**src/design/integer_to_radix_digits_defines.svh**
```systemverilog
// ----------------------------------------------------------------------------
// Assertion macros for integer_to_radix_digits
// Shared property wrappers, clocked on clk and disabled while arst_n is low.
// ----------------------------------------------------------------------------
`ifndef INTEGER_TO_RADIX_DIGITS_DEFINES_SVH
`define INTEGER_TO_RADIX_DIGITS_DEFINES_SVH

// Same-cycle implication.
`define ITRD_ASSERT_IMPL(label, ante, cons, msg) \
	label: assert property (@(posedge clk) disable iff (!arst_n) (ante) |-> (cons)) \
		else $error(msg);

// Next-cycle implication.
`define ITRD_ASSERT_NEXT(label, ante, cons, msg) \
	label: assert property (@(posedge clk) disable iff (!arst_n) (ante) |=> (cons)) \
		else $error(msg);

`endif

```
**src/design/itrd_pkg.sv**
```systemverilog
// ----------------------------------------------------------------------------
// itrd_pkg
// Types and constants shared by the radix conversion controller and datapath.
// ----------------------------------------------------------------------------
package itrd_pkg;

	localparam int MAX_RADIX   = 16;
	localparam int ALPHA_SLOTS = 16;
	localparam int RADIX_W     = 5;
	localparam int DIGIT_W     = 4;
	localparam int CHAR_W      = 8;
	localparam int CFG_W       = 64;
	localparam int CFG_IDX_W   = 2;
	localparam int ALPHA_W     = 2 * CFG_W;
	localparam int STEP_BITS   = 8;

	localparam logic [CHAR_W-1:0]  CHAR_MINUS = 8'h2D;
	localparam logic [CHAR_W-1:0]  CHAR_PLUS  = 8'h2B;
	localparam logic [CHAR_W-1:0]  CHAR_NUL   = 8'h00;

	localparam logic [RADIX_W-1:0] RADIX_RESET      = 5'd10;
	localparam logic [CFG_W-1:0]   ALPHA_LOW_RESET  = 64'h3736_3534_3332_3130;
	localparam logic [CFG_W-1:0]   ALPHA_HIGH_RESET = 64'h0000_0000_0000_3938;

	// Configuration register indexes.
	typedef enum logic [CFG_IDX_W-1:0] {
		REG_RADIX      = 2'd0,
		REG_ALPHA_LOW  = 2'd1,
		REG_ALPHA_HIGH = 2'd2
	} cfg_reg_t;

	// Commands from the controller to the datapath.
	typedef struct packed {
		logic load;
		logic div_step;
		logic put_sign;
		logic put_digit;
	} itrd_cmd_t;

	// Status from the datapath to the controller.
	typedef struct packed {
		logic neg;
		logic digit_end;
		logic last_digit;
		logic out_free;
	} itrd_stat_t;

endpackage

```
**src/design/itrd_cfg.sv**
```systemverilog
// ----------------------------------------------------------------------------
// itrd_cfg
// Configuration registers and the registered alphabet validity check.
// ----------------------------------------------------------------------------
module itrd_cfg import itrd_pkg::*; (
	input  logic                 clk,
	input  logic                 arst_n,
	input  logic                 cfg_write,
	input  logic [CFG_IDX_W-1:0] cfg_index,
	input  logic [CFG_W-1:0]     cfg_data,
	output logic [RADIX_W-1:0]   radix,
	output logic [ALPHA_W-1:0]   alphabet,
	output logic                 alpha_ok
);

	logic [RADIX_W-1:0] radix_q;
	logic [CFG_W-1:0]   alpha_low_q;
	logic [CFG_W-1:0]   alpha_high_q;
	logic [CHAR_W-1:0]  chars [ALPHA_SLOTS];
	logic               used  [ALPHA_SLOTS];
	logic               ok;
	logic               alpha_ok_q;

	// Register file; writes to unknown indexes are dropped.
	always_ff @(posedge clk or negedge arst_n) begin
		if (!arst_n) begin
			radix_q      <= RADIX_RESET;
			alpha_low_q  <= ALPHA_LOW_RESET;
			alpha_high_q <= ALPHA_HIGH_RESET;
		end else if (cfg_write) begin
			unique case (cfg_index)
				REG_RADIX:      radix_q      <= cfg_data[RADIX_W-1:0];
				REG_ALPHA_LOW:  alpha_low_q  <= cfg_data;
				REG_ALPHA_HIGH: alpha_high_q <= cfg_data;
				default: ;
			endcase
		end
	end

	assign alphabet = {alpha_high_q, alpha_low_q};
	assign radix    = radix_q;

	// Slot characters and which of them the radix puts in use.
	always_comb begin
		for (int i = 0; i < ALPHA_SLOTS; i++) begin
			chars[i] = alphabet[i*CHAR_W +: CHAR_W];
			used[i]  = RADIX_W'(i) < radix_q;
		end
	end

	// Radix in range, no forbidden characters, no repeats among used slots.
	always_comb begin
		ok = (radix_q >= RADIX_W'(2)) && (radix_q <= RADIX_W'(MAX_RADIX))
			&& (radix_q <= RADIX_W'(ALPHA_SLOTS));
		for (int i = 0; i < ALPHA_SLOTS; i++) begin
			if (used[i] && (chars[i] == CHAR_NUL || chars[i] == CHAR_MINUS
					|| chars[i] == CHAR_PLUS))
				ok = 1'b0;
			for (int j = i + 1; j < ALPHA_SLOTS; j++) begin
				if (used[j] && chars[i] == chars[j])
					ok = 1'b0;
			end
		end
	end

	always_ff @(posedge clk or negedge arst_n) begin
		if (!arst_n)
			alpha_ok_q <= 1'b1;
		else
			alpha_ok_q <= ok;
	end

	assign alpha_ok = alpha_ok_q;

endmodule

```
**src/design/itrd_datapath.sv**
```systemverilog
// ----------------------------------------------------------------------------
// itrd_datapath
// Magnitude register, chunked long divider, digit store and output register.
// ----------------------------------------------------------------------------
module itrd_datapath import itrd_pkg::*; #(
	parameter int VALUE_WIDTH = 32
) (
	input  logic                          clk,
	input  logic                          arst_n,
	input  itrd_cmd_t                     cmd,
	input  logic signed [VALUE_WIDTH-1:0] value,
	input  logic [RADIX_W-1:0]            radix,
	input  logic [ALPHA_W-1:0]            alphabet,
	input  logic                          m_tready,
	output itrd_stat_t                    stat,
	output logic                          m_tvalid,
	output logic [CHAR_W-1:0]             m_tdata,
	output logic                          m_tlast
);

	localparam int CHUNKS = (VALUE_WIDTH + STEP_BITS - 1) / STEP_BITS;
	localparam int PAD_W  = CHUNKS * STEP_BITS;
	localparam int CH_W   = (CHUNKS > 1) ? $clog2(CHUNKS) : 1;
	localparam int IDX_W  = $clog2(VALUE_WIDTH);

	logic [VALUE_WIDTH-1:0] value_u;
	logic [VALUE_WIDTH-1:0] abs_val;
	logic [PAD_W-1:0]       mag_q;
	logic [PAD_W-1:0]       mag_next;
	logic                   neg_q;
	logic [DIGIT_W-1:0]     rem_q;
	logic [DIGIT_W-1:0]     div_rem;
	logic [RADIX_W-1:0]     trial;
	logic [STEP_BITS-1:0]   qbits;
	logic [CH_W-1:0]        chunk_q;
	logic                   chunk_last;
	logic                   full;
	logic                   quot_zero;
	logic                   digit_wr;
	logic [IDX_W-1:0]       wr_ptr_q;
	logic [IDX_W-1:0]       rd_ptr_q;
	logic [DIGIT_W-1:0]     store_q [VALUE_WIDTH];
	logic [DIGIT_W-1:0]     rd_data_q;
	logic [CHAR_W-1:0]      digit_char;
	logic                   out_valid_q;
	logic [CHAR_W-1:0]      char_q;
	logic                   last_q;

	// Two's complement magnitude; the most negative value maps to 2^(W-1).
	assign value_u = value;
	assign abs_val = value_u[VALUE_WIDTH-1] ? (~value_u + 1'b1) : value_u;

	// One chunk of restoring division: STEP_BITS quotient bits per cycle.
	always_comb begin
		div_rem = (chunk_q == '0) ? '0 : rem_q;
		trial   = '0;
		qbits   = '0;
		for (int b = STEP_BITS - 1; b >= 0; b--) begin
			trial = {div_rem, mag_q[PAD_W-STEP_BITS+b]};
			if (trial >= radix) begin
				div_rem  = DIGIT_W'(trial - radix);
				qbits[b] = 1'b1;
			end else begin
				div_rem  = trial[DIGIT_W-1:0];
			end
		end
	end

	assign mag_next   = PAD_W'({mag_q, qbits});
	assign quot_zero  = (mag_next == '0);
	assign chunk_last = (chunk_q == CH_W'(CHUNKS - 1));
	assign full       = (wr_ptr_q == IDX_W'(VALUE_WIDTH - 1));
	assign digit_wr   = cmd.div_step && chunk_last;

	// Dividend, partial remainder and sign.
	always_ff @(posedge clk) begin
		if (cmd.load) begin
			mag_q <= PAD_W'(abs_val);
			neg_q <= value_u[VALUE_WIDTH-1];
		end else if (cmd.div_step) begin
			mag_q <= mag_next;
			rem_q <= div_rem;
		end
	end

	// Chunk counter and store pointers.
	always_ff @(posedge clk or negedge arst_n) begin
		if (!arst_n) begin
			chunk_q  <= '0;
			wr_ptr_q <= '0;
			rd_ptr_q <= '0;
		end else begin
			if (cmd.load) begin
				chunk_q  <= '0;
				wr_ptr_q <= '0;
			end else if (cmd.div_step) begin
				chunk_q <= chunk_last ? '0 : chunk_q + 1'b1;
				if (chunk_last) begin
					wr_ptr_q <= wr_ptr_q + 1'b1;
					rd_ptr_q <= wr_ptr_q;
				end
			end
			if (cmd.put_digit)
				rd_ptr_q <= rd_ptr_q - 1'b1;
		end
	end

	// Digit store, least significant digit at entry zero.
	always_ff @(posedge clk) begin
		if (digit_wr)
			store_q[wr_ptr_q] <= div_rem;
		rd_data_q <= store_q[rd_ptr_q];
	end

	assign digit_char = alphabet[{rd_data_q, 3'b000} +: CHAR_W];

	// Output word register.
	always_ff @(posedge clk or negedge arst_n) begin
		if (!arst_n)
			out_valid_q <= 1'b0;
		else if (cmd.put_sign || cmd.put_digit)
			out_valid_q <= 1'b1;
		else if (m_tready)
			out_valid_q <= 1'b0;
	end

	always_ff @(posedge clk) begin
		if (cmd.put_sign) begin
			char_q <= CHAR_MINUS;
			last_q <= 1'b0;
		end else if (cmd.put_digit) begin
			char_q <= digit_char;
			last_q <= (rd_ptr_q == '0);
		end
	end

	assign m_tvalid = out_valid_q;
	assign m_tdata  = char_q;
	assign m_tlast  = last_q;

	assign stat.neg        = neg_q;
	assign stat.digit_end  = digit_wr && (quot_zero || full);
	assign stat.last_digit = (rd_ptr_q == '0);
	assign stat.out_free   = !out_valid_q || m_tready;

endmodule

```
**src/design/itrd_ctrl.sv**
```systemverilog
// ----------------------------------------------------------------------------
// itrd_ctrl
// Conversion sequencer: check, divide digit by digit, then emit characters.
// ----------------------------------------------------------------------------
`include "integer_to_radix_digits_defines.svh"

module itrd_ctrl import itrd_pkg::*; (
	input  logic       clk,
	input  logic       arst_n,
	input  logic       s_tvalid,
	input  logic       alpha_ok,
	input  itrd_stat_t stat,
	output logic       s_tready,
	output itrd_cmd_t  cmd
);

	typedef enum logic [2:0] {
		IDLE,
		CHECK,
		DIV,
		SIGN,
		SEND,
		READ
	} state_t;

	state_t state_q;
	logic   ready_q;
	logic   accept;

	assign accept   = s_tvalid && ready_q;
	assign s_tready = ready_q;

	// Commands decoded from the current state.
	always_comb begin
		cmd      = '0;
		cmd.load = accept;
		unique case (state_q)
			DIV:     cmd.div_step  = 1'b1;
			SIGN:    cmd.put_sign  = stat.neg && stat.out_free;
			SEND:    cmd.put_digit = stat.out_free;
			default: ;
		endcase
	end

	// State and input ready.
	always_ff @(posedge clk or negedge arst_n) begin
		if (!arst_n) begin
			state_q <= IDLE;
			ready_q <= 1'b1;
		end else begin
			unique case (state_q)
				IDLE: begin
					if (accept) begin
						state_q <= CHECK;
						ready_q <= 1'b0;
					end
				end
				CHECK: begin
					if (alpha_ok) begin
						state_q <= DIV;
					end else begin
						state_q <= IDLE;
						ready_q <= 1'b1;
					end
				end
				DIV: begin
					if (stat.digit_end)
						state_q <= SIGN;
				end
				SIGN: begin
					if (!stat.neg || stat.out_free)
						state_q <= SEND;
				end
				SEND: begin
					if (stat.out_free) begin
						if (stat.last_digit) begin
							state_q <= IDLE;
							ready_q <= 1'b1;
						end else begin
							state_q <= READ;
						end
					end
				end
				READ: state_q <= SEND;
				default: begin
					state_q <= IDLE;
					ready_q <= 1'b1;
				end
			endcase
		end
	end

	`ITRD_ASSERT_IMPL(a_put_has_room, (cmd.put_sign || cmd.put_digit), stat.out_free, "word loaded over a pending word")
	`ITRD_ASSERT_NEXT(a_accept_starts, accept, (state_q == CHECK && !ready_q), "accepted word did not start a conversion")
	`ITRD_ASSERT_NEXT(a_bad_alpha_drops, (state_q == CHECK && !alpha_ok), (state_q == IDLE && ready_q), "invalid alphabet did not drop the word")
	`ITRD_ASSERT_IMPL(a_ready_in_idle, ready_q, (state_q == IDLE), "ready raised outside idle")

endmodule

```
**src/design/integer_to_radix_digits.sv**
```systemverilog
// A value is accepted and the alphabet checked; the divider then works out one
// digit at a time in chunks (8 quotient bits per cycle), and the characters are
// then sent, each digit read from the store before it goes out. One conversion
// at a time; the SIGN state is visited for every value, so a minus sign needs no
// extra state. An invalid alphabet drops the value. Reset: radix 10, alphabet
// "0123456789", controller idle, no output pending; the digit store is not cleared.
// ----------------------------------------------------------------------------
// integer_to_radix_digits
// Converts a signed integer to text in a configured radix, one character per
// output word, most significant digit first, after a minus sign if negative.
// ----------------------------------------------------------------------------
module integer_to_radix_digits import itrd_pkg::*; #(
	parameter int VALUE_WIDTH = 32
) (
	input  logic                 clk,
	input  logic                 arst_n,
	// Configuration write port.
	input  logic                 cfg_write,
	input  logic [CFG_IDX_W-1:0] cfg_index,
	input  logic [CFG_W-1:0]     cfg_data,
	// Input stream.
	input  logic                 s_tvalid,
	output logic                 s_tready,
	input  logic [((VALUE_WIDTH+7)/8)*8-1:0] s_tdata,   // value
	// Output stream.
	output logic                 m_tvalid,
	input  logic                 m_tready,
	output logic [CHAR_W-1:0]    m_tdata,               // character
	output logic                 m_tlast
);

	logic [RADIX_W-1:0]            radix;
	logic [ALPHA_W-1:0]            alphabet;
	logic                          alpha_ok;
	logic signed [VALUE_WIDTH-1:0] value;
	itrd_cmd_t                     cmd;
	itrd_stat_t                    stat;

	assign value = signed'(s_tdata[VALUE_WIDTH-1:0]);

	itrd_cfg u_cfg (
		.clk       (clk),
		.arst_n    (arst_n),
		.cfg_write (cfg_write),
		.cfg_index (cfg_index),
		.cfg_data  (cfg_data),
		.radix     (radix),
		.alphabet  (alphabet),
		.alpha_ok  (alpha_ok)
	);

	itrd_ctrl u_ctrl (
		.clk      (clk),
		.arst_n   (arst_n),
		.s_tvalid (s_tvalid),
		.alpha_ok (alpha_ok),
		.stat     (stat),
		.s_tready (s_tready),
		.cmd      (cmd)
	);

	itrd_datapath #(
		.VALUE_WIDTH (VALUE_WIDTH)
	) u_datapath (
		.clk      (clk),
		.arst_n   (arst_n),
		.cmd      (cmd),
		.value    (value),
		.radix    (radix),
		.alphabet (alphabet),
		.m_tready (m_tready),
		.stat     (stat),
		.m_tvalid (m_tvalid),
		.m_tdata  (m_tdata),
		.m_tlast  (m_tlast)
	);

endmodule
```
**config.mk**
```make
export PLATFORM = sky130hd
export DESIGN_NAME = integer_to_radix_digits
export DESIGN_NICKNAME = d
export VERILOG_FILES = /design/src/design/itrd_pkg.sv /design/src/design/itrd_cfg.sv /design/src/design/itrd_datapath.sv /design/src/design/itrd_ctrl.sv /design/src/design/integer_to_radix_digits.sv
export VERILOG_INCLUDE_DIRS = /design/src /design/src/design
export SDC_FILE = /design/constraint.sdc
export NUM_CORES = 1
export LEC_CHECK = 0
export ABC_CLOCK_PERIOD_IN_PS = 39700
export BUFFER_PORTS_ARGS = -buffer_cell sky130_fd_sc_hd__buf_2
export CORE_MARGIN = 2
export CORE_UTILIZATION = 58
export CTS_CLUSTER_DIAMETER = 40
export DETAILED_ROUTE_END_ITERATION = 10
export PLACE_DENSITY = 0.78
export SLEW_MARGIN = 20
export SYNTH_ARGS = -nofsm -noshare
export SYNTH_HDL_FRONTEND = slang
export SYNTH_SLANG_ARGS = --single-unit
```
**constraint.sdc**
```tcl
create_clock -name clk -period 39.7 [get_ports clk]
set_input_delay 3.97 -clock clk [delete_from_list [all_inputs] [get_ports clk]]
set_output_delay 3.97 -clock clk [all_outputs]
set_load 0.005 [all_outputs]
```
# --- After elaboration in Yosys (flattened, before gate mapping) ---
# Memory sizes are Yosys's and may differ from the RTL's. A register that Yosys moved wholly into a read port is not among the register bits.
# Index checks and enable logic that the tools add are counted.
totals:
  regBits: 197
  ramBits: 128
  input_bits: 103
  output_inout_bits: 11
  elab_cells: 626
  memories: 1
classes:
  n_addsub: 12
  magnitude_cmp: 26
  eq_ne: 168
  shift: 1
  muxes: 185
  bitwise: 3
  n_reduce_logical: 215
memory_table:
  columns: ["name", "words", "width", "read_ports", "rd_clocked_by_memory_dff", "write_ports", "line", "text"]
  rows:
  - ["u_datapath.store_q", 32, 4, 1, 1, 1, "itrd_datapath.sv:42", "logic [DIGIT_W-1:0] store_q [VALUE_WIDTH];"]
ops:
  columns: ["op", "count"]
  rows:
  - ["8-bit equality test", 120]
  - ["8-bit by 6-bit equality test with 1-bit output, second input constant", 32]
  - ["1-bit 2-to-1 mux", 155]
  - ["1-bit logical AND", 142]
  - ["8-bit logical NOT", 16]
  - ["128-bit by 8-bit variable part select with 8-bit output", 1]
  - ["32-bit 2-to-1 mux", 3]
  - ["5-bit greater-or-equal comparator", 8]
  - ["4-bit by 5-bit < comparator with 1-bit output, first input constant", 8]
  - ["1-bit logical OR", 36]
  - ["4-bit 2-to-1 mux", 9]
  - ["5-bit 2-to-1 mux", 7]
  - ["32-bit by 1-bit adder with 32-bit output, second input constant", 1]
  - ["32-bit logical NOT", 1]
  - ["32-bit NOT", 1]
  - ["4-bit subtractor", 8]
  - ["3-bit by 5-bit < comparator with 1-bit output, first input constant", 4]
  - ["3-bit one-hot mux with 6 select lines", 1]
  - ["3-bit 2-to-1 mux", 5]
  - ["1-bit by 5-bit < comparator with 1-bit output, first input constant", 2]
  - ["2-bit by 5-bit < comparator with 1-bit output, first input constant", 2]
  - ["2-bit AND reduction", 5]
  - ["2-bit nonzero test", 5]
  - ["2-bit 2-to-1 mux", 4]
  - ["other kinds (23)", 34]

# --- Longest topological paths before layout ---
logic_depth:
  ltp_word: 140
  ltp_mapped: 64
  depth_no_buf: 61

# --- Modules after synthesis ---
# From an unflattened synthesis, not the netlist that was laid out.
hier_totals:
  cells_unflattened: 2929
  hier_area_um2: 29991.3
modules_own_cells:
  columns: ["mod", "n_inst", "cells_per_inst", "area_per_inst_um2", "seq_area_each_um2"]
  rows:
  - ["itrd_cfg", 1, 2025, 18361.4, 3400.8]
  - ["itrd_datapath", 1, 865, 11305.8, 5540.3]
  - ["itrd_ctrl", 1, 39, 324.1, 101.3]

# --- Least setup slack after synthesis ---
# OpenSTA, ideal clock, no wires.
synth_timing:
  kind: "register -> register"
  from: "register u_cfg.radix_q[1], in the netlist u_cfg.radix[1]"
  to: "register u_datapath.rem_q[3], data pin"
  setup_time_ns: 0.475
  arrival_time_ns: 13.476
  t_required_ns: 39.225
  slack_ns: 25.749
  stages_incl_launch_ff: 58
  n_path_buf: 3
  synth_period_minus_slack_ns: 13.951
  cell_sequence: "dfstp_2 clkbuf_1 inv_1 ha_1 nor2b_1 o21ai_0 nand3b_1 a21o_1 a21o_1 mux2i_1 ha_1 nor2b_1 o21ai_0 a31oi_1 o21ai_0 nand2b_1 clkbuf_1 mux2_2 (+22 left out) a21o_1 a21o_1 a21o_1 a21oi_1 mux2i_1 ha_1 a21o_1 a21o_1 a21o_1 a21oi_1 mux2_2 ha_1 a21o_1 a21oi_1 nor2b_1 or2_2 clkbuf_1 o31ai_1"
synth_between:
  elab_chain_cells: 16
  elab_cells_between_ends: 24
  classes_between: "add/sub (8); order compare (8); mux (8)"
synth_lines:
  columns: ["item", "line", "text"]
  rows:
  - ["start, declared", "itrd_cfg.sv:16", "logic [RADIX_W-1:0] radix_q;"]
  - ["start signal, assigned", "itrd_cfg.sv:32", "REG_RADIX: radix_q <= cfg_data[RADIX_W-1:0];"]
  - ["4-bit subtractor / 5-bit greater-or-equal comparator (equally long branches)", "itrd_datapath.sv:61, itrd_datapath.sv:60", null]
  - ["4-bit 2-to-1 mux", "itrd_datapath.sv:60", "if (trial >= radix) begin"]
  - ["4-bit subtractor / 5-bit greater-or-equal comparator (equally long branches)", "itrd_datapath.sv:61, itrd_datapath.sv:60", null]
  - ["4-bit 2-to-1 mux", "itrd_datapath.sv:60", null]
  - ["4-bit subtractor / 5-bit greater-or-equal comparator (equally long branches)", "itrd_datapath.sv:61, itrd_datapath.sv:60", null]
  - ["4-bit 2-to-1 mux", "itrd_datapath.sv:60", null]
  - ["5-bit greater-or-equal comparator / 4-bit subtractor (equally long branches)", "itrd_datapath.sv:60, itrd_datapath.sv:61", null]
  - ["4-bit 2-to-1 mux", "itrd_datapath.sv:60", null]
  - ["4-bit subtractor / 5-bit greater-or-equal comparator (equally long branches)", "itrd_datapath.sv:61, itrd_datapath.sv:60", null]
  - ["4-bit 2-to-1 mux", "itrd_datapath.sv:60", null]
  - ["4-bit subtractor / 5-bit greater-or-equal comparator (equally long branches)", "itrd_datapath.sv:61, itrd_datapath.sv:60", null]
  - ["4-bit 2-to-1 mux", "itrd_datapath.sv:60", null]
  - ["5-bit greater-or-equal comparator / 4-bit subtractor (equally long branches)", "itrd_datapath.sv:60, itrd_datapath.sv:61", null]
  - ["4-bit 2-to-1 mux", "itrd_datapath.sv:60", null]
  - ["4-bit subtractor / 5-bit greater-or-equal comparator (equally long branches)", "itrd_datapath.sv:61, itrd_datapath.sv:60", null]
  - ["4-bit 2-to-1 mux (*)", "itrd_datapath.sv:60", null]
  - ["via u_datapath.div_rem[3]", "itrd_datapath.sv:32", "logic [DIGIT_W-1:0] div_rem;"]
  - ["end signal, assigned", "itrd_datapath.sv:82", "rem_q <= div_rem;"]
  - ["end, declared", "itrd_datapath.sv:31", "logic [DIGIT_W-1:0] rem_q;"]
# The timed path passes the listed nets; every way through them passes the cells marked *.
# A chain may end at the register's enable or synchronous reset.

# --- Worst setup path in the final report ---
layout_timing:
  from: "register u_cfg.radix_q[1], in the netlist u_cfg.radix[1]"
  to: "memory u_datapath.store_q[17][3], data pin"
layout_between:
  elab_chain_cells: 16
  elab_cells_between_ends: 24
  classes_between: "add/sub (8); order compare (8); mux (8)"
layout_lines:
  columns: ["item", "line"]
  rows:
  - ["4-bit subtractor / 5-bit greater-or-equal comparator (equally long branches)", "itrd_datapath.sv:61, itrd_datapath.sv:60"]
  - ["4-bit 2-to-1 mux", "itrd_datapath.sv:60"]
  - ["4-bit subtractor / 5-bit greater-or-equal comparator (equally long branches)", "itrd_datapath.sv:61, itrd_datapath.sv:60"]
  - ["4-bit 2-to-1 mux", "itrd_datapath.sv:60"]
  - ["4-bit subtractor / 5-bit greater-or-equal comparator (equally long branches)", "itrd_datapath.sv:61, itrd_datapath.sv:60"]
  - ["4-bit 2-to-1 mux", "itrd_datapath.sv:60"]
  - ["5-bit greater-or-equal comparator / 4-bit subtractor (equally long branches)", "itrd_datapath.sv:60, itrd_datapath.sv:61"]
  - ["4-bit 2-to-1 mux", "itrd_datapath.sv:60"]
  - ["4-bit subtractor / 5-bit greater-or-equal comparator (equally long branches)", "itrd_datapath.sv:61, itrd_datapath.sv:60"]
  - ["4-bit 2-to-1 mux", "itrd_datapath.sv:60"]
  - ["4-bit subtractor / 5-bit greater-or-equal comparator (equally long branches)", "itrd_datapath.sv:61, itrd_datapath.sv:60"]
  - ["4-bit 2-to-1 mux", "itrd_datapath.sv:60"]
  - ["5-bit greater-or-equal comparator / 4-bit subtractor (equally long branches)", "itrd_datapath.sv:60, itrd_datapath.sv:61"]
  - ["4-bit 2-to-1 mux", "itrd_datapath.sv:60"]
  - ["4-bit subtractor / 5-bit greater-or-equal comparator (equally long branches)", "itrd_datapath.sv:61, itrd_datapath.sv:60"]
  - ["4-bit 2-to-1 mux (*)", "itrd_datapath.sv:60"]
  - ["via u_datapath.div_rem[3]", "itrd_datapath.sv:32"]
  - ["end, declared", "itrd_datapath.sv:42"]
# Marked as above.

==> reports/summary.txt <==
Hold endpoint: u_datapath.m_tdata[6]$_SDFFE_PP0P_
Area overhead of the layout relative to synthesis: 9.62%
Post-CTS setup buffers: 0
Core Region: 0.0488 mm^2
Row count: 81
Global route total overflow: 0
Final min period: 15.34 ns
CP max stage delay: 0.74 ns
Max Root-Sink Buffers: 3
Req. time, crit path: 40.17 ns
Die ar.: 0.0513 mm^2
Largest fanout on the critical path: 20
Fillers: 3800
Critical R2R Capture: u_datapath.store_q[17][3]$_DFFE_PP_
Syn nets: 3110
Final Slew Violations: 0
Total routed wirelength: 103000 um
CTS clk-pin slew, worst paths: 0.06 ns
First-pass GRT wire length: 153000 um
Share of cells above drive strength 1: 19.0%
Synth Area in Adders: 2.70%
# IOs: 114
Vias in the first global route: 24500
RSZ-0062 raised after global routing: no
Number of I/O port buffers: 113
Synth Area in XOR/XNOR: 31.0%
Top_reg_cell synth: edfxtp_1
Die Wd: 226 um
GR Util All Layers: 40.1%
# resized after CTS: 0
Post-synthesis sequential area ratio: 31.5%
#FFs+latches synth: 329
Status: finished clean
Hold/Removal Path Class: reg2reg
Gpl congestion: 1.05
Area of the mapped netlist: 0.0287 mm^2
Worst EP arrival: 15.81 ns
Setup TNS: 0 ns
Final setup viols: 0
H-tree depth: 2
Initial Utilization: 58.7%
Final #Nets: 3047
Initial antenna violation count: 2
R2R Setup Slk: 24.36 ns
Vias: 24800
FF-to-FF path depth: 57
CTS sink count: 329
Design Area, Final: 0.0314 mm^2
Fmax: 0.0652 GHz
Post-DR vias/cell: 6.89
Clock Latency Late Sink: 0.62 ns
Async S/R FF share, synth: 45.9%
Worst Setup End Kind: flop
Compound-cell area share of the yosys netlist: 6.67%
DR pass1 iterations: 8
Routed Antenna Nets: 0
Mux cell area share after synthesis: 11.2%
TritonCTS Buffers: 49
Avg WL per Cell: 28.6 um
Root Buffer: clkbuf_16
Simple-Gate Fraction of Synth Area: 12.1%
Post-DP HPWL: 63800 um
Crit-path slowest cell: dfstp_2
Syn Inst Count: 2950
Largest net degree at the start of global routing: 83
Fin. Hold Viols: 0
Final setup skew: 0.0324 ns
Hold Path Stages: 2
Hold-fix buffers, CTS: 0
Measured slew at the worst slew-check pin: 1.33 ns
Largest family of logic cells by synthesized area: XOR/XNOR gates
Reg2reg start: u_cfg.radix[1]$_DFFE_PN1P_
Detailed Route Iter0 Violations: 3764
Setup Crit Path Kind: reg2reg
# DRC: 0
Hold Path Origin: u_datapath.m_tdata[6]$_SDFFE_PP0P_
Post-synth EDFFs: 165
CTS tree: done
Avg Cell Area, Syn: 9.72 um^2
Slew HR: 10.7%
Yosys warns: 0
Max_cap viols: 0
Cell Area, Placed: 0.0296 mm^2
Crit path launch type: flop
Final period util: 38.6%
Post-synth cell types: 61
Most frequent CP cell: a21o_1
Die height: 226 um
==> kinds of logic after synthesis <==
| kind of cell | Yosys count |
|---|---|
| muxes | 235 |
| xor gates and xnor gates | 1015 |
| buffers and inverters | 363 |
| and+or+nand+nor | 652 |
| DFF | 329 |
| adders and majority gates | 57 |
| AOI/OAI and AO/OA | 299 |
==> cells in the final DEF (no fill, tap or decap), drive strengths merged, types with 22 or more instances in the layout <==
| master | synthesis | final |
|---|---|---|
| xnor2 | 549 | 549 |
| xor2 | 466 | 466 |
| buf | 123 | 207 |
| edfxtp | 165 | 165 |
| nand4 | 148 | 148 |
| mux2 | 138 | 138 |
| nor4 | 120 | 120 |
| nor2 | 118 | 118 |
| dfrtp | 112 | 112 |
| nand2 | 110 | 110 |
| o21ai | 81 | 81 |
| a21oi | 65 | 65 |
| clkbuf | 198 | 59 |
| mux4 | 56 | 56 |
| inv | 41 | 51 |
| ha | 49 | 49 |
| nor3 | 44 | 44 |
| mux2i | 41 | 41 |
| dfstp | 39 | 39 |
| nand3 | 31 | 31 |
| a31oi | 26 | 26 |
| o22ai | 24 | 24 |
| a21o | 22 | 22 |
| or4 | 22 | 22 |
==> worst max-delay path: cells and delay by family (launching register included) <==
kind / cells / cell delay (ns)
adders and majority gates: 8 / 2.55
and+or+nand+nor: 8 / 1.40
muxes: 6 / 2.34
DFF: 1 / 0.74
AOI/OAI and AO/OA: 30 / 7.18
buffers and inverters: 5 / 1.00
==> metal layers <==
metal  part of all wire [%]  track usage, %  wire (um)  vias to the layer above
met3                     15            15.7      15100                      619
met4                    7.0            22.9       7220                        2
met5                  0.012               0         12                        -
met2                     42            58.1      43300                     1962
li1                       -               -          -                    10200
met1                     36            50.7      37100                    11900
==> sequential cells by signal, indices dropped and copies added, names as in the netlist, 2 cells and up <==
register and flops:
u_datapath.rem_q 4, u_datapath.mag_q 32, u_cfg.radix 5, u_datapath.rd_ptr_q 5, u_datapath.chunk_q 2, u_cfg.alpha_low_q 64, u_cfg.alpha_high_q 64, u_ctrl.state_q 3
u_datapath.wr_ptr_q 5, u_datapath.m_tdata 8, u_datapath.store_q 128, u_datapath.rd_data_q 4
==> final cells by class <==
class,instances,area [um^2],area share [%]
clock buffers,59,1340,4.25
well taps,664,831,2.64
inverters,42,158,0.501
flip-flops and latches,329,9050,28.8
multi-input cells,2258,18300,58.2
repair buffers,207,1280,4.09
clock inverters,33,477,1.52
diodes,1,2.50,0.00796
==> Yosys cell counts (24+ instances only) <==
library cell | n | area share, %
nor3_1 | 44 | 0.77
o21ai_0 | 80 | 1.4
mux2_2 | 138 | 5.4
mux2i_1 | 41 | 1.4
o22ai_1 | 24 | 0.52
a21oi_1 | 65 | 1.1
xnor2_1 | 549 | 17
edfxtp_1 | 165 | 17
buf_1 | 123 | 1.6
nor2_1 | 118 | 1.5
dfrtp_1 | 112 | 9.8
ha_1 | 49 | 2.1
nand4_1 | 148 | 3.2
nand3_1 | 31 | 0.54
nor4_1 | 120 | 2.6
clkbuf_1 | 198 | 2.6
xor2_1 | 466 | 14
a31oi_1 | 26 | 0.57
inv_1 | 41 | 0.54
nand2_1 | 110 | 1.4
mux4_2 | 56 | 4.4
dfstp_2 | 39 | 3.6
==> worst max path at each step <==
stage / end / start / slack [ns]
6_report: u_datapath.store_q[17][3]$_DFFE_PP_ / u_cfg.radix[1]$_DFFE_PN1P_ / 24.36
5_1_grt: u_datapath.store_q[25][3]$_DFFE_PP_ / u_cfg.radix[1]$_DFFE_PN1P_ / 23.15
4_1_cts: u_datapath.store_q[6][3]$_DFFE_PP_ / u_cfg.radix[1]$_DFFE_PN1P_ / 24.22
3_5_place_dp: u_datapath.store_q[17][3]$_DFFE_PP_ / u_cfg.radix[1]$_DFFE_PN1P_ / 24.28
3_3_place_gp: u_datapath.store_q[16][3]$_DFFE_PP_ / u_cfg.radix[1]$_DFFE_PN1P_ / 24.89
2_1_floorplan: u_datapath.rem_q[3]$_DFFE_PP_ / u_cfg.radix[1]$_DFFE_PN1P_ / 25.75
==> per-stage QoR <==
| step | util, % | hold WS (ns) | cells | setup slack (ns) |
|---|---|---|---|---|
| 2_1_floorplan | - | 0.453 | 2950 | 25.75 |
| 3_3_place_gp | 60.6 | 0.441 | 3498 | 24.89 |
| 3_5_place_dp | 60.6 | 0.443 | 3498 | 24.28 |
| 4_1_cts | 64.3 | 0.451 | 3590 | 24.22 |
| 5_1_grt | 64.4 | 0.482 | 3593 | 23.15 |
| 6_report | 64.4 | 0.451 | 3593 | 24.36 |
Power is not shown: default switching activity piles up to over one toggle a cycle in this logic, so the estimate is an artifact.
